[src/rtl/dbt_pkg.sv]
// shared types, constants and table functions for the waypoint distance, bearing and turn pipeline
package dbt_pkg;

	localparam int CORDIC_STAGES       = 16;
	localparam int ANGLE_FRACTION_BITS = 7;

	// internal angle unit is 2^-INNER_BITS degree
	localparam int INNER_BITS     = 16;
	localparam int PRESCALE_SHIFT = 14;
	localparam int TABLE_LEN      = 24;

	// one root bit per step, 17 root bits cover a 34-bit radicand
	localparam int SQRT_STEPS = 17;
	localparam int CHAIN_LEN  = (CORDIC_STAGES > SQRT_STEPS) ? CORDIC_STAGES : SQRT_STEPS;
	localparam int IDX_W      = $clog2(CHAIN_LEN);

	// datapath widths
	localparam int XW = 34;
	localparam int ZW = 26;
	localparam int RW = 34;

	localparam int HALF_ANG    = 180 << ANGLE_FRACTION_BITS;
	localparam int FULL_ANG    = 360 << ANGLE_FRACTION_BITS;
	localparam int ANG_W_MIN   = $clog2(FULL_ANG) + 3;
	localparam int ANG_W       = (ANG_W_MIN > 19) ? ANG_W_MIN : 19;
	localparam int ROUND_SHIFT = INNER_BITS - ANGLE_FRACTION_BITS;

	// number of restoring steps that bring a 16-bit offset heading below one turn
	function automatic int calc_head_steps(input int full);
		int n;
		n = 0;
		while ((full << n) <= 65535)
			n++;
		return n;
	endfunction

	localparam int HEAD_STEPS = calc_head_steps(FULL_ANG);
	// heading offset by 32768, plus this, is congruent to the heading
	localparam int HEAD_OFF   = ((-32768 % FULL_ANG) + FULL_ANG) % FULL_ANG;

	localparam logic signed [ANG_W-1:0] HALF_W = ANG_W'(HALF_ANG);
	localparam logic signed [ANG_W-1:0] FULL_W = ANG_W'(FULL_ANG);
	localparam logic signed [ZW-1:0]    Z_QUARTER = ZW'(90 << INNER_BITS);
	localparam logic [15:0]             DIST_MAX  = 16'hFFFF;

	typedef struct packed {
		logic signed [XW-1:0] x;
		logic signed [XW-1:0] y;
		logic signed [ZW-1:0] z;
		logic [RW-1:0]        rem;
		logic [RW-1:0]        root;
		logic [15:0]          hred;
		logic signed [15:0]   head;
		logic                 zero;
	} step_t;

	// atan(2^-i) in 2^-16 degree, rounded to nearest
	function automatic logic signed [ZW-1:0] atan_entry(input logic [IDX_W-1:0] i);
		logic signed [ZW-1:0] v;
		unique case (int'(i))
			0:       v = ZW'(2949120);
			1:       v = ZW'(1740967);
			2:       v = ZW'(919879);
			3:       v = ZW'(466945);
			4:       v = ZW'(234379);
			5:       v = ZW'(117304);
			6:       v = ZW'(58666);
			7:       v = ZW'(29335);
			8:       v = ZW'(14668);
			9:       v = ZW'(7334);
			10:      v = ZW'(3667);
			11:      v = ZW'(1833);
			12:      v = ZW'(917);
			13:      v = ZW'(458);
			14:      v = ZW'(229);
			15:      v = ZW'(115);
			16:      v = ZW'(57);
			17:      v = ZW'(29);
			18:      v = ZW'(14);
			19:      v = ZW'(7);
			20:      v = ZW'(4);
			21:      v = ZW'(2);
			22:      v = ZW'(1);
			default: v = '0;
		endcase
		return v;
	endfunction

	function automatic logic cordic_en(input logic [IDX_W-1:0] i);
		return (int'(i) < CORDIC_STAGES) && (int'(i) < TABLE_LEN);
	endfunction

	// trial bit of the root step, zero where the step does no root work
	function automatic logic [RW-1:0] sqrt_bit(input logic [IDX_W-1:0] i);
		logic [RW-1:0] b;
		b = '0;
		if (int'(i) < SQRT_STEPS)
			b[2 * (SQRT_STEPS - 1 - int'(i))] = 1'b1;
		return b;
	endfunction

	function automatic logic head_en(input logic [IDX_W-1:0] i);
		return int'(i) < HEAD_STEPS;
	endfunction

	function automatic logic [15:0] head_thr(input logic [IDX_W-1:0] i);
		logic [31:0] t;
		t = '0;
		if (int'(i) < HEAD_STEPS)
			t = 32'(FULL_ANG) << (HEAD_STEPS - 1 - int'(i));
		return t[15:0];
	endfunction

endpackage

[src/rtl/dbt_front.sv]
// front end: differences, squares, quadrant pre-rotation and radicand sum
module dbt_front (
	input  logic                clk,
	input  logic                arst_n,
	input  logic                in_vld,
	input  logic [15:0]         robot_x,
	input  logic [15:0]         robot_y,
	input  logic [15:0]         target_x,
	input  logic [15:0]         target_y,
	input  logic signed [15:0]  robot_heading,
	output logic                out_vld,
	output dbt_pkg::step_t      out_d
);

	logic                            vld_s1, vld_s2, vld_s3;
	logic signed [16:0]              dx_s1, dy_s1;
	logic signed [15:0]              head_s1, head_s2;
	logic [31:0]                     sqx_s2, sqy_s2;
	logic signed [dbt_pkg::XW-1:0]   x_s2, y_s2;
	logic signed [dbt_pkg::ZW-1:0]   z_s2;
	logic                            zero_s2;
	dbt_pkg::step_t                  d_s3;

	logic signed [16:0]              dx, dy;
	logic signed [33:0]              px, py;
	logic signed [dbt_pkg::XW-1:0]   xi, yi, xr, yr;
	logic signed [dbt_pkg::ZW-1:0]   zr;

	assign dx = $signed({1'b0, target_x}) - $signed({1'b0, robot_x});
	assign dy = $signed({1'b0, target_y}) - $signed({1'b0, robot_y});

	assign px = dx_s1 * dx_s1;
	assign py = dy_s1 * dy_s1;

	// fold the left half plane onto the right by a quarter turn
	always_comb begin
		xi = dbt_pkg::XW'(dx_s1) <<< dbt_pkg::PRESCALE_SHIFT;
		yi = dbt_pkg::XW'(dy_s1) <<< dbt_pkg::PRESCALE_SHIFT;
		xr = xi;
		yr = yi;
		zr = '0;
		if (xi < 0) begin
			if (yi >= 0) begin
				xr = yi;
				yr = -xi;
				zr = dbt_pkg::Z_QUARTER;
			end else begin
				xr = -yi;
				yr = xi;
				zr = -dbt_pkg::Z_QUARTER;
			end
		end
	end

	always_ff @(posedge clk or negedge arst_n) begin
		if (!arst_n) begin
			vld_s1 <= 1'b0;
			vld_s2 <= 1'b0;
			vld_s3 <= 1'b0;
		end else begin
			vld_s1 <= in_vld;
			vld_s2 <= vld_s1;
			vld_s3 <= vld_s2;
		end
	end

	always_ff @(posedge clk) begin
		dx_s1   <= dx;
		dy_s1   <= dy;
		head_s1 <= robot_heading;

		sqx_s2  <= px[31:0];
		sqy_s2  <= py[31:0];
		x_s2    <= xr;
		y_s2    <= yr;
		z_s2    <= zr;
		zero_s2 <= (dx_s1 == '0) && (dy_s1 == '0);
		head_s2 <= head_s1;

		d_s3.x    <= x_s2;
		d_s3.y    <= y_s2;
		d_s3.z    <= z_s2;
		d_s3.rem  <= dbt_pkg::RW'(sqx_s2) + dbt_pkg::RW'(sqy_s2);
		d_s3.root <= '0;
		// heading plus 32768, kept unsigned for the reduction steps
		d_s3.hred <= {~head_s2[15], head_s2[14:0]};
		d_s3.head <= head_s2;
		d_s3.zero <= zero_s2;
	end

	assign out_vld = vld_s3;
	assign out_d   = d_s3;

endmodule

[config.mk]
export PLATFORM = sky130hd
export DESIGN_NAME = dbt_front
export DESIGN_NICKNAME = d
export VERILOG_FILES = /design/src/rtl/dbt_pkg.sv /design/src/rtl/dbt_front.sv
export SDC_FILE = /design/constraint.sdc
export NUM_CORES = 2
export LEC_CHECK = 0
export BUFFER_PORTS_ARGS = -buffer_cell sky130_fd_sc_hd__buf_2
export CAP_MARGIN = 20
export CELL_PAD_IN_SITES_DETAIL_PLACEMENT = 1
export CELL_PAD_IN_SITES_GLOBAL_PLACEMENT = 1
export CORE_MARGIN = 1.5
export CORE_UTILIZATION = 30
export DETAILED_ROUTE_END_ITERATION = 8
export PLACE_DENSITY = 0.57
export SYNTH_ARGS = -nofsm -noshare
export SYNTH_HDL_FRONTEND = slang
export SYNTH_SLANG_ARGS = --single-unit
[constraint.sdc]
create_clock -name clk -period 7.3 [get_ports clk]
set_clock_uncertainty 0.05 [all_clocks]
set_input_delay 1.46 -clock clk [delete_from_list [all_inputs] [get_ports clk]]
set_output_delay 1.46 -clock clk [all_outputs]
set_load 0.005 [all_outputs]
==> results.py <==
metrics = {
    "synthesis": {
        "ys.warnings.count": 0,
        "ys_seq_area_frac": 0.1870,
        "syn_area_mm2": 0.02888,
        "ys_async_sr_fraction": 0.01115,
        "synth_flop_cell": "dfxtp_1",
        "synth_edf_count": 0,
        "synth_seq_cells": 269,
        "avgSynthCellArea_um2": 9.564,
        "syn-instance-count": 3020,
        "ys_types": 71,
    },
    "timing": {
        "hold_ws_ns": 0.2552,
        "min_period_ns": 6.794,
        "report.final.setup_viol": 0,
        "max_slew_margin": 0.3713,
        "rsz0062_at_grt": "false",
        "post-route-period-util": 0.9307,
        "fmax_mhz": 147.2,
        "final.setup.tns_ns": 0,
        "hold_violations": 0,
        "slew_violations": 0,
        "worstMarginPinSlew_ns": 0.9418,
    },
    "drt": {
        "vias": 19820,
        "viasPerCell": 4.406,
        "final_antenna_net_count": 0,
        "drt_iter0_markers": 601,
        "drc": 0,
        "dr.pass1.iters": 5,
        "wirelength_um": 76220,
        "post_drt_wl_per_cell_um": 16.94,
    },
    "floorplan": {
        "ios": 279,
        "fp.dieH_um": 313.3,
        "start_util": 0.3035,
        "die_x_um": 313.3,
        "num_rows": 113,
        "core_area_mm2": 0.09515,
        "die-area_mm2": 0.09815,
    },
    "min_path": {
        "hold_end": "out_d[13]$_DFF_P_",
        "min_delay_path_depth": 0,
        "min-delay-start": "head_s2[12]$_DFF_P_",
        "hold_class": "reg -> reg",
    },
    "clock_tree": {
        "cts-htree-levels": 2,
        "cts_resized": 0,
        "clockBufferDepth": 3,
        "cts_setup_buffers": 0,
        "clockRootBuffer": "clkbuf_16",
        "cts_tree": "done",
        "clock_sinks": 269,
        "clk_latency_ns": 0.57,
        "hold_buffers": 0,
        "cts_buffers": 34,
        "path_clk_slew_ns": 0.08,
    },
    "placement": {
        "port_buffers": 198,
        "dpl.hpwl_um": 64170,
        "dpl.cell_count": 4438,
        "place_congestion": 0.8003,
    },
    "setup_path": {
        "regToRegSetupSlack_ns": 0.51,
        "crit_chain": "clkinv_1 -> fa_1 -> inv_1 -> fa_1 -> fa_1 -> fa_1 -> fa_1 -> inv_1 -> fa_1 -> inv_1 -> ha_1 -> nand3_1 -> or3_4 -> nor2_1 -> o211ai_1 -> nand3_1 -> a31oi_1 -> o21ai_1 -> a2111oi_0 -> or3_1",
        "worst_ep_required_time_ns": 7.70,
        "critPathLaunchType": "flop",
        "r2r-start": "dy_s1[8]$_DFF_P_",
        "reg2reg_depth": 20,
        "r2r-end": "sqy_s2[30]$_DFF_P_",
        "worstSetupPathDepth": 20,
        "worst_path_max_delay_cell": "dfxtp_1",
        "path_buf_inv": 4,
        "cp.arrival_ns": 7.19,
        "crit_path_end_kind": "flop",
        "crit_type": "reg -> reg",
        "cp_top_family": "adder cells",
        "cp_max_fo": 15,
        "critPathMaxStageDelay_ns": 0.77,
        "path_common_cell": "fa_1",
    },
    "grt": {
        "antenna_found_initial": 4,
        "grt_pass1_wl_um": 122600,
        "grt_usage": 0.1618,
        "grt_max_degree": 42,
        "grt_pass1_vias": 22360,
        "overflow": 0,
    },
    "final_layout": {
        "final_cells": 4498,
        "mostFrequentLayoutCells": "738 x inv_1, 515 x fa_1, 264 x dfxtp_1",
        "syn2layout_area_growth_pct": 11.74,
        "fin_util": 0.3392,
        "layout-drive-gt1-share": 0.1049,
        "fin_nets": 4047,
        "layout_commonest_cell": "inv_1",
    },
    "status": {
        "outcome": "completed",
    },
    "run": {
        "drv_cap": 0,
    },
}
## cells in the mapped netlist, types with 8 or more instances
cell type | instances | area share
ha_1 | 240 | 0.10
nand2_1 | 206 | 0.027
dfxtp_1 | 266 | 0.18
or3_1 | 13 | 0.0028
buf_4 | 101 | 0.026
a21oi_1 | 95 | 0.016
nor2_1 | 149 | 0.019
and2_1 | 95 | 0.021
nand2b_1 | 18 | 0.0039
a211oi_1 | 12 | 0.0031
and3_1 | 8 | 0.0017
xnor2_1 | 126 | 0.038
inv_1 | 738 | 0.096
fa_1 | 515 | 0.36
o21a_1 | 24 | 0.0062
clkbuf_1 | 66 | 0.0086
xor2_1 | 39 | 0.012
o21ai_0 | 60 | 0.010
a21o_1 | 32 | 0.0083
nor2b_1 | 27 | 0.0058
nand3_1 | 23 | 0.0040
nor3_1 | 24 | 0.0042
buf_1 | 11 | 0.0014
## sequential cells by signal, indices dropped and copies added (netlist names)
name,cells
vld_s2,1
z_s2,3
zero_s2,1
dx_s1,17
out_d,94
vld_s1,1
dy_s1,17
out_vld,1
sqx_s2,31
x_s2,20
head_s2,16
y_s2,20
sqy_s2,31
head_s1,16
## routing by layer
| metal | global-route usage | share of wire | routed length [µm] |
|---|---|---|---|
| met4 | 0.03942 | 0.023 | 1717 |
| met3 | 0.02733 | 0.048 | 3687 |
| met2 | 0.2735 | 0.47 | 35770 |
| met5 | 0 | 0 | 0 |
| met1 | 0.2149 | 0.46 | 35040 |
## how the worst max path moves through the flow
stage / from / to / slack [ns]
6_report: dy_s1[8]$_DFF_P_ / sqy_s2[30]$_DFF_P_ / 0.51
5_1_grt: dy_s1[8]$_DFF_P_ / sqy_s2[30]$_DFF_P_ / 0.02
3_3_place_gp: dy_s1[8]$_DFF_P_ / sqy_s2[30]$_DFF_P_ / 0.64
3_5_place_dp: dy_s1[8]$_DFF_P_ / sqy_s2[30]$_DFF_P_ / 0.48
4_1_cts: dy_s1[8]$_DFF_P_ / sqy_s2[30]$_DFF_P_ / 0.45
2_1_floorplan: dy_s1[16]$_DFF_P_ / sqy_s2[30]$_DFF_P_ / 0.81
## final cells by class
type,instances,area [µm²]
antenna,1,2.502
clock inverter,14,235.2
clock buffer,45,932.1
fill,11030,62880
tap,1265,1583
inverter,745,2796
multi-input combinational,1910,19950
timing repair buffer,249,1374
sequential,269,5405
## through the flow
step | setup WS [ns] | area (µm²)
2_1_floorplan | 0.8095 | 29190
3_3_place_gp | 0.6379 | 31100
3_5_place_dp | 0.4819 | 31100
4_1_cts | 0.4518 | 32270
5_1_grt | 0.01972 | 32270
6_report | 0.5058 | 32270
## logic make-up after synthesis
group	Yosys count	share of synthesized area
other	1	0.0001298
multiplexers	7	0.002642
flip-flops	269	0.1870
XOR/XNOR	165	0.05003
buffers and inverters	923	0.1331
AND/OR/NAND/NOR	593	0.09691
AO/OA/AOI/OAI	307	0.06931
adder cells (fa/ha/maj)	755	0.4609
Power is not shown: default switching activity piles up to over one toggle a cycle in this logic, so the estimate is an artifact.
