`src/rtl/dbt_pkg.sv`:
```
// shared types, constants and table functions for the waypoint distance, bearing and turn pipeline
package dbt_pkg;

	localparam int CORDIC_STAGES       = 16;
	localparam int ANGLE_FRACTION_BITS = 7;

	// internal angle unit is 2^-INNER_BITS degree
	localparam int INNER_BITS     = 16;
	localparam int PRESCALE_SHIFT = 14;
	localparam int TABLE_LEN      = 24;

	// one root bit per step, 17 root bits cover a 34-bit radicand
	localparam int SQRT_STEPS = 17;
	localparam int CHAIN_LEN  = (CORDIC_STAGES > SQRT_STEPS) ? CORDIC_STAGES : SQRT_STEPS;
	localparam int IDX_W      = $clog2(CHAIN_LEN);

	// datapath widths
	localparam int XW = 34;
	localparam int ZW = 26;
	localparam int RW = 34;

	localparam int HALF_ANG    = 180 << ANGLE_FRACTION_BITS;
	localparam int FULL_ANG    = 360 << ANGLE_FRACTION_BITS;
	localparam int ANG_W_MIN   = $clog2(FULL_ANG) + 3;
	localparam int ANG_W       = (ANG_W_MIN > 19) ? ANG_W_MIN : 19;
	localparam int ROUND_SHIFT = INNER_BITS - ANGLE_FRACTION_BITS;

	// number of restoring steps that bring a 16-bit offset heading below one turn
	function automatic int calc_head_steps(input int full);
		int n;
		n = 0;
		while ((full << n) <= 65535)
			n++;
		return n;
	endfunction

	localparam int HEAD_STEPS = calc_head_steps(FULL_ANG);
	// heading offset by 32768, plus this, is congruent to the heading
	localparam int HEAD_OFF   = ((-32768 % FULL_ANG) + FULL_ANG) % FULL_ANG;

	localparam logic signed [ANG_W-1:0] HALF_W = ANG_W'(HALF_ANG);
	localparam logic signed [ANG_W-1:0] FULL_W = ANG_W'(FULL_ANG);
	localparam logic signed [ZW-1:0]    Z_QUARTER = ZW'(90 << INNER_BITS);
	localparam logic [15:0]             DIST_MAX  = 16'hFFFF;

	typedef struct packed {
		logic signed [XW-1:0] x;
		logic signed [XW-1:0] y;
		logic signed [ZW-1:0] z;
		logic [RW-1:0]        rem;
		logic [RW-1:0]        root;
		logic [15:0]          hred;
		logic signed [15:0]   head;
		logic                 zero;
	} step_t;

	// atan(2^-i) in 2^-16 degree, rounded to nearest
	function automatic logic signed [ZW-1:0] atan_entry(input logic [IDX_W-1:0] i);
		logic signed [ZW-1:0] v;
		unique case (int'(i))
			0:       v = ZW'(2949120);
			1:       v = ZW'(1740967);
			2:       v = ZW'(919879);
			3:       v = ZW'(466945);
			4:       v = ZW'(234379);
			5:       v = ZW'(117304);
			6:       v = ZW'(58666);
			7:       v = ZW'(29335);
			8:       v = ZW'(14668);
			9:       v = ZW'(7334);
			10:      v = ZW'(3667);
			11:      v = ZW'(1833);
			12:      v = ZW'(917);
			13:      v = ZW'(458);
			14:      v = ZW'(229);
			15:      v = ZW'(115);
			16:      v = ZW'(57);
			17:      v = ZW'(29);
			18:      v = ZW'(14);
			19:      v = ZW'(7);
			20:      v = ZW'(4);
			21:      v = ZW'(2);
			22:      v = ZW'(1);
			default: v = '0;
		endcase
		return v;
	endfunction

	function automatic logic cordic_en(input logic [IDX_W-1:0] i);
		return (int'(i) < CORDIC_STAGES) && (int'(i) < TABLE_LEN);
	endfunction

	// trial bit of the root step, zero where the step does no root work
	function automatic logic [RW-1:0] sqrt_bit(input logic [IDX_W-1:0] i);
		logic [RW-1:0] b;
		b = '0;
		if (int'(i) < SQRT_STEPS)
			b[2 * (SQRT_STEPS - 1 - int'(i))] = 1'b1;
		return b;
	endfunction

	function automatic logic head_en(input logic [IDX_W-1:0] i);
		return int'(i) < HEAD_STEPS;
	endfunction

	function automatic logic [15:0] head_thr(input logic [IDX_W-1:0] i);
		logic [31:0] t;
		t = '0;
		if (int'(i) < HEAD_STEPS)
			t = 32'(FULL_ANG) << (HEAD_STEPS - 1 - int'(i));
		return t[15:0];
	endfunction

endpackage

```
`src/rtl/dbt_back.sv`:
```
// back end: angle rounding, wrapping, turn angle and distance saturation
module dbt_back (
	input  logic                clk,
	input  logic                arst_n,
	input  logic                in_vld,
	input  dbt_pkg::step_t      in_d,
	output logic                done,
	output logic [15:0]         distance_out,
	output logic signed [15:0]  bearing,
	output logic signed [15:0]  turn_angle,
	output logic                turn_right
);

	logic                              vld_s1, vld_s2, vld_s3, vld_s4;
	logic signed [dbt_pkg::ANG_W-1:0]  bear_s1, bear_s2, bear_s3, bear_s4;
	logic signed [dbt_pkg::ANG_W-1:0]  hm_s1, hm_s2;
	logic signed [15:0]                head_s1, head_s2;
	logic [15:0]                       dist_s1, dist_s2, dist_s3, dist_s4;
	logic signed [dbt_pkg::ANG_W-1:0]  ap_s3;
	logic                              agt_s3;
	logic signed [dbt_pkg::ANG_W-1:0]  turn_s4;
	logic                              right_s4;

	logic signed [dbt_pkg::ZW:0]       negz, rnd, shifted;
	logic signed [dbt_pkg::ANG_W-1:0]  bear_raw, hm, bear_w, turn;

	// negate, round half up into the output unit, and bring the reduced heading below one turn
	always_comb begin
		negz     = -{in_d.z[dbt_pkg::ZW-1], in_d.z};
		rnd      = negz + (dbt_pkg::ZW + 1)'(1 << (dbt_pkg::ROUND_SHIFT - 1));
		shifted  = rnd >>> dbt_pkg::ROUND_SHIFT;
		bear_raw = in_d.zero ? '0 : dbt_pkg::ANG_W'(shifted);
		hm       = dbt_pkg::ANG_W'({1'b0, in_d.hred}) + dbt_pkg::ANG_W'(dbt_pkg::HEAD_OFF);
		if (hm >= dbt_pkg::FULL_W)
			hm = hm - dbt_pkg::FULL_W;
	end

	always_comb begin
		bear_w = bear_s1;
		if (bear_s1 > dbt_pkg::HALF_W)
			bear_w = bear_s1 - dbt_pkg::FULL_W;
		else if (bear_s1 < -dbt_pkg::HALF_W)
			bear_w = bear_s1 + dbt_pkg::FULL_W;
	end

	// exact half turn keeps the sign of the unwrapped difference
	always_comb begin
		turn = ap_s3;
		if (ap_s3 < -dbt_pkg::HALF_W)
			turn = ap_s3 + dbt_pkg::FULL_W;
		else if (ap_s3 > dbt_pkg::HALF_W)
			turn = ap_s3 - dbt_pkg::FULL_W;
		if ((turn == dbt_pkg::HALF_W) || (turn == -dbt_pkg::HALF_W))
			turn = agt_s3 ? dbt_pkg::HALF_W : -dbt_pkg::HALF_W;
	end

	always_ff @(posedge clk or negedge arst_n) begin
		if (!arst_n) begin
			vld_s1 <= 1'b0;
			vld_s2 <= 1'b0;
			vld_s3 <= 1'b0;
			vld_s4 <= 1'b0;
		end else begin
			vld_s1 <= in_vld;
			vld_s2 <= vld_s1;
			vld_s3 <= vld_s2;
			vld_s4 <= vld_s3;
		end
	end

	always_ff @(posedge clk) begin
		bear_s1 <= bear_raw;
		hm_s1   <= hm;
		head_s1 <= in_d.head;
		dist_s1 <= (in_d.root[dbt_pkg::RW-1:16] != '0) ? dbt_pkg::DIST_MAX : in_d.root[15:0];

		bear_s2 <= bear_w;
		hm_s2   <= hm_s1;
		head_s2 <= head_s1;
		dist_s2 <= dist_s1;

		ap_s3   <= bear_s2 - hm_s2;
		agt_s3  <= bear_s2 > dbt_pkg::ANG_W'(head_s2);
		bear_s3 <= bear_s2;
		dist_s3 <= dist_s2;

		turn_s4  <= turn;
		right_s4 <= turn <= 0;
		bear_s4  <= bear_s3;
		dist_s4  <= dist_s3;
	end

	assign done         = vld_s4;
	assign distance_out = dist_s4;
	assign bearing      = bear_s4[15:0];
	assign turn_angle   = turn_s4[15:0];
	assign turn_right   = right_s4;

	a_heading_reduced: assert property (@(posedge clk) disable iff (!arst_n)
		vld_s1 |-> (hm_s1 >= 0) && (hm_s1 < dbt_pkg::FULL_W))
		else $error("reduced heading outside one turn");

	a_bearing_range: assert property (@(posedge clk) disable iff (!arst_n)
		vld_s2 |-> (bear_s2 >= -dbt_pkg::HALF_W) && (bear_s2 <= dbt_pkg::HALF_W))
		else $error("wrapped bearing out of range");

	a_turn_range: assert property (@(posedge clk) disable iff (!arst_n)
		vld_s4 |-> (turn_s4 >= -dbt_pkg::HALF_W) && (turn_s4 <= dbt_pkg::HALF_W))
		else $error("turn angle out of range");

endmodule

```
`config.mk`:
```
export PLATFORM = sky130hd
export DESIGN_NAME = dbt_back
export DESIGN_NICKNAME = d
export VERILOG_FILES = /design/src/rtl/dbt_pkg.sv /design/src/rtl/dbt_back.sv
export SDC_FILE = /design/constraint.sdc
export NUM_CORES = 1
export LEC_CHECK = 0
export ABC_CLOCK_PERIOD_IN_PS = 5800
export BUFFER_PORTS_ARGS = -buffer_cell sky130_fd_sc_hd__buf_4
export CAP_MARGIN = 15
export CELL_PAD_IN_SITES_DETAIL_PLACEMENT = 0
export CELL_PAD_IN_SITES_GLOBAL_PLACEMENT = 1
export CORE_ASPECT_RATIO = 1.75
export CORE_MARGIN = 2
export CORE_UTILIZATION = 42
export CTS_CLUSTER_SIZE = 14
export DETAILED_ROUTE_END_ITERATION = 10
export PLACE_DENSITY = 0.8
export REMOVE_ABC_BUFFERS = 1
export SLEW_MARGIN = 20
export SYNTH_ARGS = -nofsm -noshare
export SYNTH_HDL_FRONTEND = slang
export SYNTH_SLANG_ARGS = --single-unit
```
`constraint.sdc`:
```
create_clock -name clk -period 5.8 [get_ports clk]
set_input_delay 0.58 -clock clk [delete_from_list [all_inputs] [get_ports clk]]
set_output_delay 0.58 -clock clk [all_outputs]
set_load 0.01 [all_outputs]
```
==> flow_summary.yaml <==
yosys:
  synth-seq-cells: 242
  yosysTopAreaCellShare_pct: 58.8
  synth_top_area_cell: "dfxtp_1"
  synth_edf_count: 0
  syn_inst: 730
  synth_seq_area_share_pct: 60.1
  netlist_area_sq_mm: 0.00810
  async_flop_share_pct: 1.65
  avgSynthCellArea_sq_um: 11.1
  yosysWarningCount: 0
  ys.flop_type: "dfxtp_1"
  synth_area_leaders: "dfxtp_1 59%, ha_1 7.0%, xnor2_1 3.5%, inv_1 2.4%, nor2_1 2.1%"
  ys_types: 70
critical_path:
  crit_type: "reg2reg"
  cp_top_family: "compound AO/OA/AOI/OAI gates"
  worstReg2RegStart: "ap_s3[10]"
  cp_slowest_cell: "o41ai_1"
  cp_data_required_time_ns: 6.18
  path_cells: "o211a_1 -> o21ai_0 -> o2bb2ai_1 -> o41ai_1 -> nand4b_1 -> or4_1 -> a2bb2o_1 -> nand2_1 -> o21a_1"
  path_buf_inv: 0
  cp.arrival_ns: 3.80
  worst_path_largest_cell_delay_ns: 0.68
  worstSetupStartpointType: "flip-flop"
  crit_path_end_kind: "flip-flop"
  cp-startpoint: "ap_s3[10]"
  path_max_fanout: 11
power:
  total_power_uw: 4210
  power_density_mw_per_mm2: 417
  ir_drop_mv: 0.286
  cellLeakagePower_uw: 0.00445
  pwr-share-comb_pct: 19.0
  intPower_uw: 3090
  switching_share_pct: 26.7
  p_sw_uw: 1120
  clkPwrFrac_pct: 33.5
  p_seq_share_pct: 47.5
timing:
  max_freq_ghz: 0.292
  slew_violations: 0
  tightestPinTransition_ns: 0.735
  slew_headroom_pct: 51.0
  hold_viol: 0
  fin_skew_ns: 0.00870
  post-route-min-period_ns: 3.42
  setup_violations: 0
  grt_setup_unrepaired: "no"
  period_share_pct: 59.0
  fin_tns_setup_ns: 0
grt:
  grt_use_total_pct: 15.8
  grt_pass1_vias: 5576
  overflow: 0
  grt_max_degree: 19
  grt_antenna_before_repair: 0
  grt_pass1_wl_um: 25600
drt:
  viasPerCell: 4.86
  dr_total_vias: 5454
  drt_wl_total_um: 15600
  drt-pass1-iter-count: 4
  wl_per_cell_um: 13.9
  drc_errors: 0
  drt-initial-drc-count: 122
  drtAntennaViolNets: 0
cts:
  cts.clk_slew.worst_paths_ns: 0.06
  postCtsSetupBuffers: 0
  cts_made_buffers: 22
  clk-insertion-delay-late_ns: 0.49
  tritoncts: "done"
  cts-root-buf: "clkbuf_16"
  clockBufferDepth: 3
  cts.sinks: 242
  cts.htree.levels: 1
cells_and_area:
  drive_gt1_share_pct: 22.2
  multi_input_area_sq_mm: 0.00292
  nNetsFinal: 1116
  fin_cells: 1122
  areaGrowthSynthToFinish_pct: 24.6
  nFillCells: 1717
  antenna_cells: 0
  seqCellArea_sq_mm: 0.00486
floorplanning:
  die_w_um: 109
  die_h_um: 188
  start_util_pct: 42.5
  core_sq_mm: 0.0190
  rows: 67
  ios: 248
  dieArea_sq_mm: 0.0204
placed_design:
  dp_cells: 1088
  gp_congestion: 0.834
  dpl.hpwl_um: 12200
  port_buffers: 145
status:
  status: "complete, no violations"
min_path:
  min_from: "in_d[9]"
  hp-class: "in2reg"
flow_run:
  drv_cap: 0
## cells in the mapped netlist (4+ instances only)
| library cell | instances |
|---|---|
| dfxtp_1 | 238 |
| inv_1 | 52 |
| nor2_1 | 46 |
| ha_1 | 45 |
| xnor2_1 | 32 |
| a21oi_1 | 30 |
| o21ai_0 | 28 |
| clkbuf_1 | 24 |
| nand2_1 | 22 |
| nand2b_1 | 20 |
| nor3_1 | 17 |
| xor2_1 | 13 |
| nand4_1 | 12 |
| nor4_1 | 10 |
| nor2b_1 | 9 |
| o21a_1 | 9 |
| nand3_1 | 7 |
| a21o_1 | 6 |
| a211oi_1 | 5 |
| mux2i_1 | 5 |
| or3_1 | 5 |
| a31oi_1 | 4 |
| and2_1 | 4 |
| dfrtp_1 | 4 |
| nand4b_1 | 4 |
| nor3b_1 | 4 |
| o31ai_1 | 4 |
| o32ai_1 | 4 |
| or2_2 | 4 |
## cell families after synthesis
kind of cell | Yosys count | share of synthesized area [%]
muxes | 6 | 0.757
adders and majority gates | 46 | 7.20
buffers and inverters | 81 | 3.88
AOI/OAI and AO/OA | 123 | 10.1
DFF | 242 | 60.1
and+or+nand+nor | 187 | 13.1
xor gates and xnor gates | 45 | 4.87
## power groups by stage
stage | logic [uW] | clock network [uW] | registers (uW)
5_1_grt | 908 | 1520 | 2030
3_5_place_dp | 805 | 0 | 2040
2_1_floorplan | 521 | 0 | 2010
4_1_cts | 808 | 1450 | 2000
3_3_place_gp | 796 | 0 | 2030
6_report | 800 | 1410 | 2000
## per-stage QoR
stage / area (sq um) / util [%] / hold WS, ns / setup slack [ns]
2_1_floorplan: 7980 / - / 0.284 / 2.74
3_3_place_gp: 9380 / 49.3 / 0.310 / 2.42
3_5_place_dp: 9380 / 49.3 / 0.312 / 2.40
4_1_cts: 10100 / 53.0 / 0.167 / 2.39
5_1_grt: 10100 / 53.0 / 0.167 / 2.17
6_report: 10100 / 53.0 / 0.190 / 2.38
## repair_timing
item | 4_1_cts | 5_1_grt
hold endpoints to repair | 4 | 0
hold buffers | 1 | 0
resized for setup | 0 | 0
## final timing paths
kind,endpoint,slack [ns],cells past startpoint
max in group asynchronous,vld_s1,5.28,2
min,head_s1[8],0.19,1
max reg2reg,turn_s4[10],2.38,9
max,turn_s4[10],2.38,9
min in group asynchronous,done,0.42,2
min reg2reg,head_s2[11],0.32,0
## sequential cells by signal, indices dropped and copies added (netlist names)
name,flops
ap_s3,19
bear_s2,19
bear_s1,18
hm_s1,18
hm_s2,18
bear_s3,16
bear_s4,16
dist_s1,16
dist_s2,16
dist_s3,16
distance_out,16
head_s1,16
head_s2,16
turn_s4,16
agt_s3,1
done,1
turn_right,1
vld_s1,1
vld_s2,1
vld_s3,1
## routing by layer
layer / vias up / share of wire, % / wire, um / GRT usage (%)
met3: 31 / 6.3 / 989 / 3.96
met2: 143 / 56 / 8780 / 30.8
li1: 2771 / - / - / -
met1: 2509 / 33 / 5170 / 14.5
met5: - / 0 / 0 / 0
met4: 0 / 4.1 / 641 / 7.30
## area by class of cell
class	instances	share of cell area, %
Sequential cell	242	48.2
Multi-Input combinational cell	407	29.0
Clock inverter	5	1.02
Tap cell	241	2.99
Timing Repair Buffer	147	11.0
Clock buffer	28	5.89
Inverter	52	1.93
## cells in the final DEF, fill, tap and decap left out, drive strengths merged, types with 9 or more instances in the layout
master / instances
nor3: 18
nor2b: 9
nand2b: 20
o21a: 9
ha: 45
xor2: 13
xnor2: 32
dfxtp: 238
nand4: 12
inv: 52
nand2: 23
nor2: 46
nor4: 11
buf: 146
o21ai: 30
a21oi: 30
clkbuf: 28
No activity file was read; power rests on OpenSTA's default activity.
