### src/rtl/dbt_pkg.sv
// shared types, constants and table functions for the waypoint distance, bearing and turn pipeline
package dbt_pkg;

	localparam int CORDIC_STAGES       = 16;
	localparam int ANGLE_FRACTION_BITS = 7;

	// internal angle unit is 2^-INNER_BITS degree
	localparam int INNER_BITS     = 16;
	localparam int PRESCALE_SHIFT = 14;
	localparam int TABLE_LEN      = 24;

	// one root bit per step, 17 root bits cover a 34-bit radicand
	localparam int SQRT_STEPS = 17;
	localparam int CHAIN_LEN  = (CORDIC_STAGES > SQRT_STEPS) ? CORDIC_STAGES : SQRT_STEPS;
	localparam int IDX_W      = $clog2(CHAIN_LEN);

	// datapath widths
	localparam int XW = 34;
	localparam int ZW = 26;
	localparam int RW = 34;

	localparam int HALF_ANG    = 180 << ANGLE_FRACTION_BITS;
	localparam int FULL_ANG    = 360 << ANGLE_FRACTION_BITS;
	localparam int ANG_W_MIN   = $clog2(FULL_ANG) + 3;
	localparam int ANG_W       = (ANG_W_MIN > 19) ? ANG_W_MIN : 19;
	localparam int ROUND_SHIFT = INNER_BITS - ANGLE_FRACTION_BITS;

	// number of restoring steps that bring a 16-bit offset heading below one turn
	function automatic int calc_head_steps(input int full);
		int n;
		n = 0;
		while ((full << n) <= 65535)
			n++;
		return n;
	endfunction

	localparam int HEAD_STEPS = calc_head_steps(FULL_ANG);
	// heading offset by 32768, plus this, is congruent to the heading
	localparam int HEAD_OFF   = ((-32768 % FULL_ANG) + FULL_ANG) % FULL_ANG;

	localparam logic signed [ANG_W-1:0] HALF_W = ANG_W'(HALF_ANG);
	localparam logic signed [ANG_W-1:0] FULL_W = ANG_W'(FULL_ANG);
	localparam logic signed [ZW-1:0]    Z_QUARTER = ZW'(90 << INNER_BITS);
	localparam logic [15:0]             DIST_MAX  = 16'hFFFF;

	typedef struct packed {
		logic signed [XW-1:0] x;
		logic signed [XW-1:0] y;
		logic signed [ZW-1:0] z;
		logic [RW-1:0]        rem;
		logic [RW-1:0]        root;
		logic [15:0]          hred;
		logic signed [15:0]   head;
		logic                 zero;
	} step_t;

	// atan(2^-i) in 2^-16 degree, rounded to nearest
	function automatic logic signed [ZW-1:0] atan_entry(input logic [IDX_W-1:0] i);
		logic signed [ZW-1:0] v;
		unique case (int'(i))
			0:       v = ZW'(2949120);
			1:       v = ZW'(1740967);
			2:       v = ZW'(919879);
			3:       v = ZW'(466945);
			4:       v = ZW'(234379);
			5:       v = ZW'(117304);
			6:       v = ZW'(58666);
			7:       v = ZW'(29335);
			8:       v = ZW'(14668);
			9:       v = ZW'(7334);
			10:      v = ZW'(3667);
			11:      v = ZW'(1833);
			12:      v = ZW'(917);
			13:      v = ZW'(458);
			14:      v = ZW'(229);
			15:      v = ZW'(115);
			16:      v = ZW'(57);
			17:      v = ZW'(29);
			18:      v = ZW'(14);
			19:      v = ZW'(7);
			20:      v = ZW'(4);
			21:      v = ZW'(2);
			22:      v = ZW'(1);
			default: v = '0;
		endcase
		return v;
	endfunction

	function automatic logic cordic_en(input logic [IDX_W-1:0] i);
		return (int'(i) < CORDIC_STAGES) && (int'(i) < TABLE_LEN);
	endfunction

	// trial bit of the root step, zero where the step does no root work
	function automatic logic [RW-1:0] sqrt_bit(input logic [IDX_W-1:0] i);
		logic [RW-1:0] b;
		b = '0;
		if (int'(i) < SQRT_STEPS)
			b[2 * (SQRT_STEPS - 1 - int'(i))] = 1'b1;
		return b;
	endfunction

	function automatic logic head_en(input logic [IDX_W-1:0] i);
		return int'(i) < HEAD_STEPS;
	endfunction

	function automatic logic [15:0] head_thr(input logic [IDX_W-1:0] i);
		logic [31:0] t;
		t = '0;
		if (int'(i) < HEAD_STEPS)
			t = 32'(FULL_ANG) << (HEAD_STEPS - 1 - int'(i));
		return t[15:0];
	endfunction

endpackage

### src/rtl/dbt_step.sv
// one pipeline step: a cordic micro-rotation, a root bit and a heading reduction step
module dbt_step (
	input  logic                        clk,
	input  logic                        arst_n,
	input  logic [dbt_pkg::IDX_W-1:0]   idx,
	input  logic                        in_vld,
	input  dbt_pkg::step_t              in_d,
	output logic                        out_vld,
	output dbt_pkg::step_t              out_d
);

	logic                            vld_s1;
	dbt_pkg::step_t                  d_s1;
	dbt_pkg::step_t                  nxt;
	logic signed [dbt_pkg::XW-1:0]   xv, yv, xs, ys;
	logic [dbt_pkg::RW-1:0]          sbit, trial;
	logic [15:0]                     thr;

	always_comb begin
		nxt   = in_d;
		xv    = in_d.x;
		yv    = in_d.y;
		xs    = xv >>> idx;
		ys    = yv >>> idx;
		sbit  = dbt_pkg::sqrt_bit(idx);
		trial = in_d.root + sbit;
		thr   = dbt_pkg::head_thr(idx);

		// drive y toward zero
		if (dbt_pkg::cordic_en(idx)) begin
			if (yv >= 0) begin
				nxt.x = xv + ys;
				nxt.y = yv - xs;
				nxt.z = in_d.z + dbt_pkg::atan_entry(idx);
			end else begin
				nxt.x = xv - ys;
				nxt.y = yv + xs;
				nxt.z = in_d.z - dbt_pkg::atan_entry(idx);
			end
		end

		if (sbit != '0) begin
			if (in_d.rem >= trial) begin
				nxt.rem  = in_d.rem - trial;
				nxt.root = (in_d.root >> 1) + sbit;
			end else begin
				nxt.root = in_d.root >> 1;
			end
		end

		if (dbt_pkg::head_en(idx) && (in_d.hred >= thr))
			nxt.hred = in_d.hred - thr;
	end

	always_ff @(posedge clk or negedge arst_n) begin
		if (!arst_n)
			vld_s1 <= 1'b0;
		else
			vld_s1 <= in_vld;
	end

	always_ff @(posedge clk) begin
		d_s1 <= nxt;
	end

	assign out_vld = vld_s1;
	assign out_d   = d_s1;

endmodule

### config.mk
export PLATFORM = sky130hd
export DESIGN_NAME = dbt_step
export DESIGN_NICKNAME = d
export VERILOG_FILES = /design/src/rtl/dbt_pkg.sv /design/src/rtl/dbt_step.sv
export SDC_FILE = /design/constraint.sdc
export NUM_CORES = 1
export LEC_CHECK = 0
export BUFFER_PORTS_ARGS = -buffer_cell sky130_fd_sc_hd__buf_2
export CAP_MARGIN = 20
export CORE_MARGIN = 10
export CORE_UTILIZATION = 35
export CTS_CLUSTER_DIAMETER = 120
export DETAILED_ROUTE_END_ITERATION = 12
export HOLD_SLACK_MARGIN = 0.02
export REMOVE_ABC_BUFFERS = 1
export SLEW_MARGIN = 20
export SYNTH_ARGS = -nofsm -noshare
export SYNTH_HDL_FRONTEND = slang
export SYNTH_SLANG_ARGS = --single-unit
export TNS_END_PERCENT = 20
### constraint.sdc
create_clock -name clk -period 0.8 [get_ports clk]
set_input_delay 0.16 -clock clk [delete_from_list [all_inputs] [get_ports clk]]
set_output_delay 0.16 -clock clk [all_outputs]
set_load 0.01 [all_outputs]
==> results of run 1 <==
[per-layer routing]
metal / vias to the layer above / share of wire, % / global-route usage, % / routed length [microns]
met4: 14 / 3.2 / 8.718 / 3118
met3: 209 / 8.2 / 6.475 / 7958
met2: 987 / 47 / 42.75 / 46000
met5: - / 0.072 / 0 / 70
li1: 12860 / - / - / -
met1: 12680 / 41 / 31.57 / 39980
[logic make-up (layout without fill, tap and decap cells)]
group	Yosys count	after routing	synth area share (%)
xor gates and xnor gates	237	237	9.676
adders and majority gates	186	186	10.94
and+or+nand+nor	839	839	18.34
buffers and inverters	222	1646	4.269
DFF	196	196	18.31
muxes	182	182	13.40
other	1	7	0.01748
AOI/OAI and AO/OA	850	850	25.05
[tightest hold or removal path: cells and delay by family]
kind          cells  cell delay, ns
buf+inv           2            0.26
simple gates      2            0.11
[what timing repair did]
| action | CTS | global route |
|---|---|---|
| setup buffers | 26 | 4 |
| pin swaps | 104 | 54 |
| gates cloned | 15 | 0 |
| gates resized for setup | 252 | 317 |
| setup endpoints to repair | 364 | 364 |
| endpoints found under the hold margin | 132 | 1 |
| hold buffers | 132 | 1 |
[report_power, final]
group | leakage, nW | internal, mW | switching, mW
logic | 14.9 | 16.6 | 15.1
registers | 1.66 | 11.7 | 0.857
clock network | 0.276 | 4.16 | 4.85
[final cells by class]
type | instances | area share, %
antenna | 6 | 0.04204
clock buffer | 19 | 1.212
clock inverter | 13 | 0.3749
inverter | 69 | 0.7813
multi-input combinational | 2295 | 49.21
sequential | 196 | 11.42
tap | 782 | 2.740
timing repair buffer | 1545 | 34.22
[placed cells by master, fill, tap and decap left out, drive strengths merged, types with 23 or more instances in the layout]
master | netlist | routed
a21o | 76 | 76
xnor2 | 133 | 133
o21bai | 29 | 29
nor3 | 43 | 43
o21a | 23 | 23
ha | 177 | 177
nand3 | 46 | 46
o211ai | 25 | 25
dlygate4sd3 | 0 | 133
nand2b | 29 | 29
inv | 67 | 74
dfxtp | 195 | 195
o21ai | 256 | 256
nor2 | 202 | 202
o31ai | 31 | 31
mux4 | 78 | 78
nand4 | 29 | 29
a21oi | 190 | 190
xor2 | 104 | 104
buf | 44 | 1406
nand2 | 352 | 352
mux2 | 35 | 35
mux2i | 69 | 69
a31oi | 57 | 57
[registers in the layout, summed over array words and instances, names as in the netlist]
register,flops
out_vld,1
out_d,195
[final timing paths]
| check | end | cells after the start |
|---|---|---|
| min in group asynchronous | out_vld | 3 |
| hold / removal | out_d[128] | 4 |
| max in group asynchronous | out_vld | 3 |
| setup / recovery | out_d[77] | 35 |
[Yosys cell counts, drive strengths merged (57+ instances only)]
cell / instances / area [sq um]
nand2: 352 / 1321
o21ai: 256 / 1285
nor2: 202 / 758.2
dfxtp: 195 / 3904
a21oi: 190 / 950.9
ha: 177 / 2215
xnor2: 133 / 1165
clkbuf: 109 / 409.1
xor2: 104 / 910.9
mux4: 78 / 1790
a21o: 76 / 570.6
mux2i: 69 / 690.7
inv: 67 / 251.5
a31oi: 57 / 356.6
==> impl_metrics.ini, run 1 <==
[clock_network]
clk_pin_slew_ns = 0.09
clock_sinks = 196
htree_levels = 4
cts_tree = done
cts_buffer_depth = 2
cts_buffers = 17
root_buffer = clkbuf_16

[global_route]
track_usage_pct = 25.61
grt_max_degree = 57
grt_pass1_vias = 25870
grt_overflow = 0
antenna_found_initial = 16
grt_pass1_wl_mm = 143.8

[sta]
rsz0062_at_grt = yes
fin_crit_sh_pct = 650.8
finalHoldViolations = 0
finalCriticalPeriod_ns = 5.206
slew_viol_final = 0
slew_headroom_pct = 22.50
holdWs_ns = 0.05345
tns_ns = -687.26
worst_pin_slew_ns = 1.159
fmax_ghz = 0.1921
fin_ws_ns = -4.406
setup_violations = 364

[finish]
multi_input_area_sq_um = 17570
area_growth_pct = 66.47
seqCellArea_sq_um = 4076
finalNonFillerCells = 4925
nets = 4508
nFillCells = 5285
final_util_pct = 59.05
stdcell_area_sq_um = 35710
layout-drive-gt1-share_pct = 45.11

[die]
die_y_microns = 267.6
dieArea_sq_um = 71590
core_sq_um = 60470
fp.dieW_microns = 267.6
core.rowCount = 90
pin_count = 399
start_util_pct = 35.47

[logic_synthesis]
ys_seq_area_share_pct = 18.31
synthFlopType = dfxtp_1
ys_ff_latch = 196
synth_edf_count = 0
avgSynthCellArea_sq_um = 7.907
syn_area_sq_um = 21450
async_flop_share_pct = 0.5102
synthCells = 2713
ys_warn_count = 0
synth_cell_types = 97

[setup_path]
crit_fanout = 8
crit_family = simple AND/OR/NAND/NOR gates
slowest_stage = or4_4
crit_arrival_ns = 5.66
cp_slowest_stage_delay_ns = 0.54
critPathBufInv = 8
crit_path_end_kind = flop
critical_path_class = in2reg
cp-start-kind = primary input
crit_start = idx[0]
required_ns = 1.25

[min_path]
hold_path_startpoint = in_d[128]
min_path_type = in2reg

[routing]
drtIter0Drc = 1938
drc = 0
dr.pass1.iters = 5
vias = 26750
wl_mm = 97.13
wl_per_cell_microns = 19.72
final_antenna_net_count = 0
via_per_inst = 5.431

[placement]
gp_congestion = 1.025
dp_hpwl_mm = 74.34
placed_area_sq_um = 31240
io_buffers = 398
dp.cells = 4715
place_ws_ns = -5.589

[pwr]
p_per_area_nw_per_um2 = 1490
power_mw = 53.22
ir_worst_vdd_uv = 1781
p_leak_nw = 16.84

[job]
maxCapViolCount = 0

[outcome]
violations = setup timing
status = finished with violations
Note: power is estimated with default switching activity, not from simulation.
==> inputs of run 2 (changes only) <==
Settings changed: TNS_END_PERCENT 20 to 5.
==> run 2 against run 1 <==
The run still ends with setup timing left. Setup slack got worse by 0.053 ns. Utilization barely moved. Fmax fell by 1.0%. Final cell count barely moved. Die area did not move. Power rose by 0.47%. Sequential power barely moved. Final area barely moved. Non-clock buffer count did not move. First-iteration DRC count fell by 0.10%. Critical endpoint is now out_d[33].
==> impl_metrics.ini, run 2 (synthesis results as in run 1) <==
[outcome]
status = finished with violations
violations = setup timing

[sta]
fmax_ghz = 0.1901
tns_ns = -681.22
slew_headroom_pct = 23.79
fin_crit_sh_pct = 657.4
rsz0062_at_grt = yes
setup_violations = 364
finalCriticalPeriod_ns = 5.260
worst_pin_slew_ns = 1.140
finalHoldViolations = 0
slew_viol_final = 0
fin_ws_ns = -4.460

[clock_network]
cts_buffer_depth = 2
root_buffer = clkbuf_16
clock_sinks = 196
cts_tree = done
cts_buffers = 17
htree_levels = 4
clk_pin_slew_ns = 0.08

[setup_path]
crit_fanout = 7
slowest_stage = o311a_4
required_ns = 1.23
critical_path_class = in2reg
crit_arrival_ns = 5.69
crit_path_end_kind = flop
crit_top_cell = a21o_1
cp_slowest_stage_delay_ns = 0.36
cp-start-kind = primary input

[routing]
drtIter0Drc = 1936
vias = 26530
drc = 0
dr.pass1.iters = 5
final_antenna_net_count = 0
wl_mm = 95.98
wl_per_cell_microns = 19.48
via_per_inst = 5.386

[global_route]
grt_pass1_vias = 25500
grt_max_degree = 88
antenna_found_initial = 17
grt_pass1_wl_mm = 142.1
grt_overflow = 0
track_usage_pct = 25.17

[placement]
dp_hpwl_mm = 74.34
placed_area_sq_um = 31240
dp.cells = 4715
gp_congestion = 1.025
place_ws_ns = -5.589
io_buffers = 398

[pwr]
comb_power_share_pct = 59.6
internal_power_mw = 32.58
p_sw_mw = 20.90
ir_worst_vdd_uv = 1745
p_per_area_nw_per_um2 = 1497
p_leak_nw = 16.81
seqPwrFrac_pct = 23.5
power_mw = 53.47
switching_share_pct = 39.08
power_frac_clock_pct = 16.9

[die]
pin_count = 399
core.rowCount = 90
start_util_pct = 35.47
core_sq_um = 60470
fp.dieW_microns = 267.6
dieArea_sq_um = 71590
die_y_microns = 267.6

[finish]
nets = 4508
nFillCells = 5286
area_growth_pct = 66.50
multi_input_area_sq_um = 17560
layout-drive-gt1-share_pct = 45.69
largest_reg_flops = 195
final_common_cell = buf_4
final_cell_mix = 968 x buf_4, 319 x nand2_1, 274 x buf_2, 187 x nor2_1, 178 x o21ai_0
stdcell_area_sq_um = 35720
seqCellArea_sq_um = 4086
finalNonFillerCells = 4926

[min_path]
min_path_type = in2reg

[job]
maxCapViolCount = 0
==> run 2: per-layer routing <==
layer	part of all wire, %	global-route usage [%]
met5	0.11	0
met4	2.4	7.389
met2	48	42.39
met1	42	31.66
met3	7.2	5.521
==> run 2: final cells by class <==
type | instances | area share, %
antenna | 7 | 0.04904
clock buffer | 19 | 1.212
clock inverter | 13 | 0.3748
inverter | 69 | 0.7882
multi-input combinational | 2295 | 49.15
sequential | 196 | 11.44
tap | 782 | 2.739
timing repair buffer | 1545 | 34.24
==> run 2: worst paths after layout <==
path / endpoint / start / slack, ns / cells past startpoint
hold / removal: out_d[128] / in_d[128] / 0.05 / 4
setup / recovery: out_d[33] / idx[1] / -4.46 / 33
min in group asynchronous: out_vld / arst_n / 0.50 / 3
max in group asynchronous: out_vld / arst_n / 0.20 / 3
==> run 2: power groups by stage <==
stage	Clock (mW)	Sequential [mW]	Combinational, mW
after global placement	0	12.3	27.7
after CTS	9.24	12.3	29.9
after global routing	9.56	12.7	34.4
after detailed placement	0	12.3	27.9
after floorplan	0	13.0	12.7
final	9.02	12.6	31.9
==> run 2: stage by stage <==
step | util (%) | hold slack [ns]
floorplan | - | -0.1356
global placement | 51.66 | -0.06509
detailed placement | 51.66 | -0.06460
CTS | 56.83 | 0.02003
global route | 59.06 | 0.04460
finish | 59.06 | 0.04755
==> run 2: timing repair <==
| item | CTS | global route |
|---|---|---|
| endpoints found under the setup margin | 364 | 364 |
| cloned | 7 | 3 |
| resized for setup | 272 | 339 |
| setup buffers | 13 | 17 |
| hold endpoints to repair | 133 | 0 |
| hold buffers | 134 | 0 |
| pin swaps | 62 | 59 |
==> run 2: critical path: cells and delay by family <==
kind | cells | cell delay, ns
compound gates | 15 | 2.86
xor+xnor | 1 | 0.15
simple gates | 5 | 0.62
fa+ha+maj | 4 | 0.95
buf+inv | 8 | 0.93
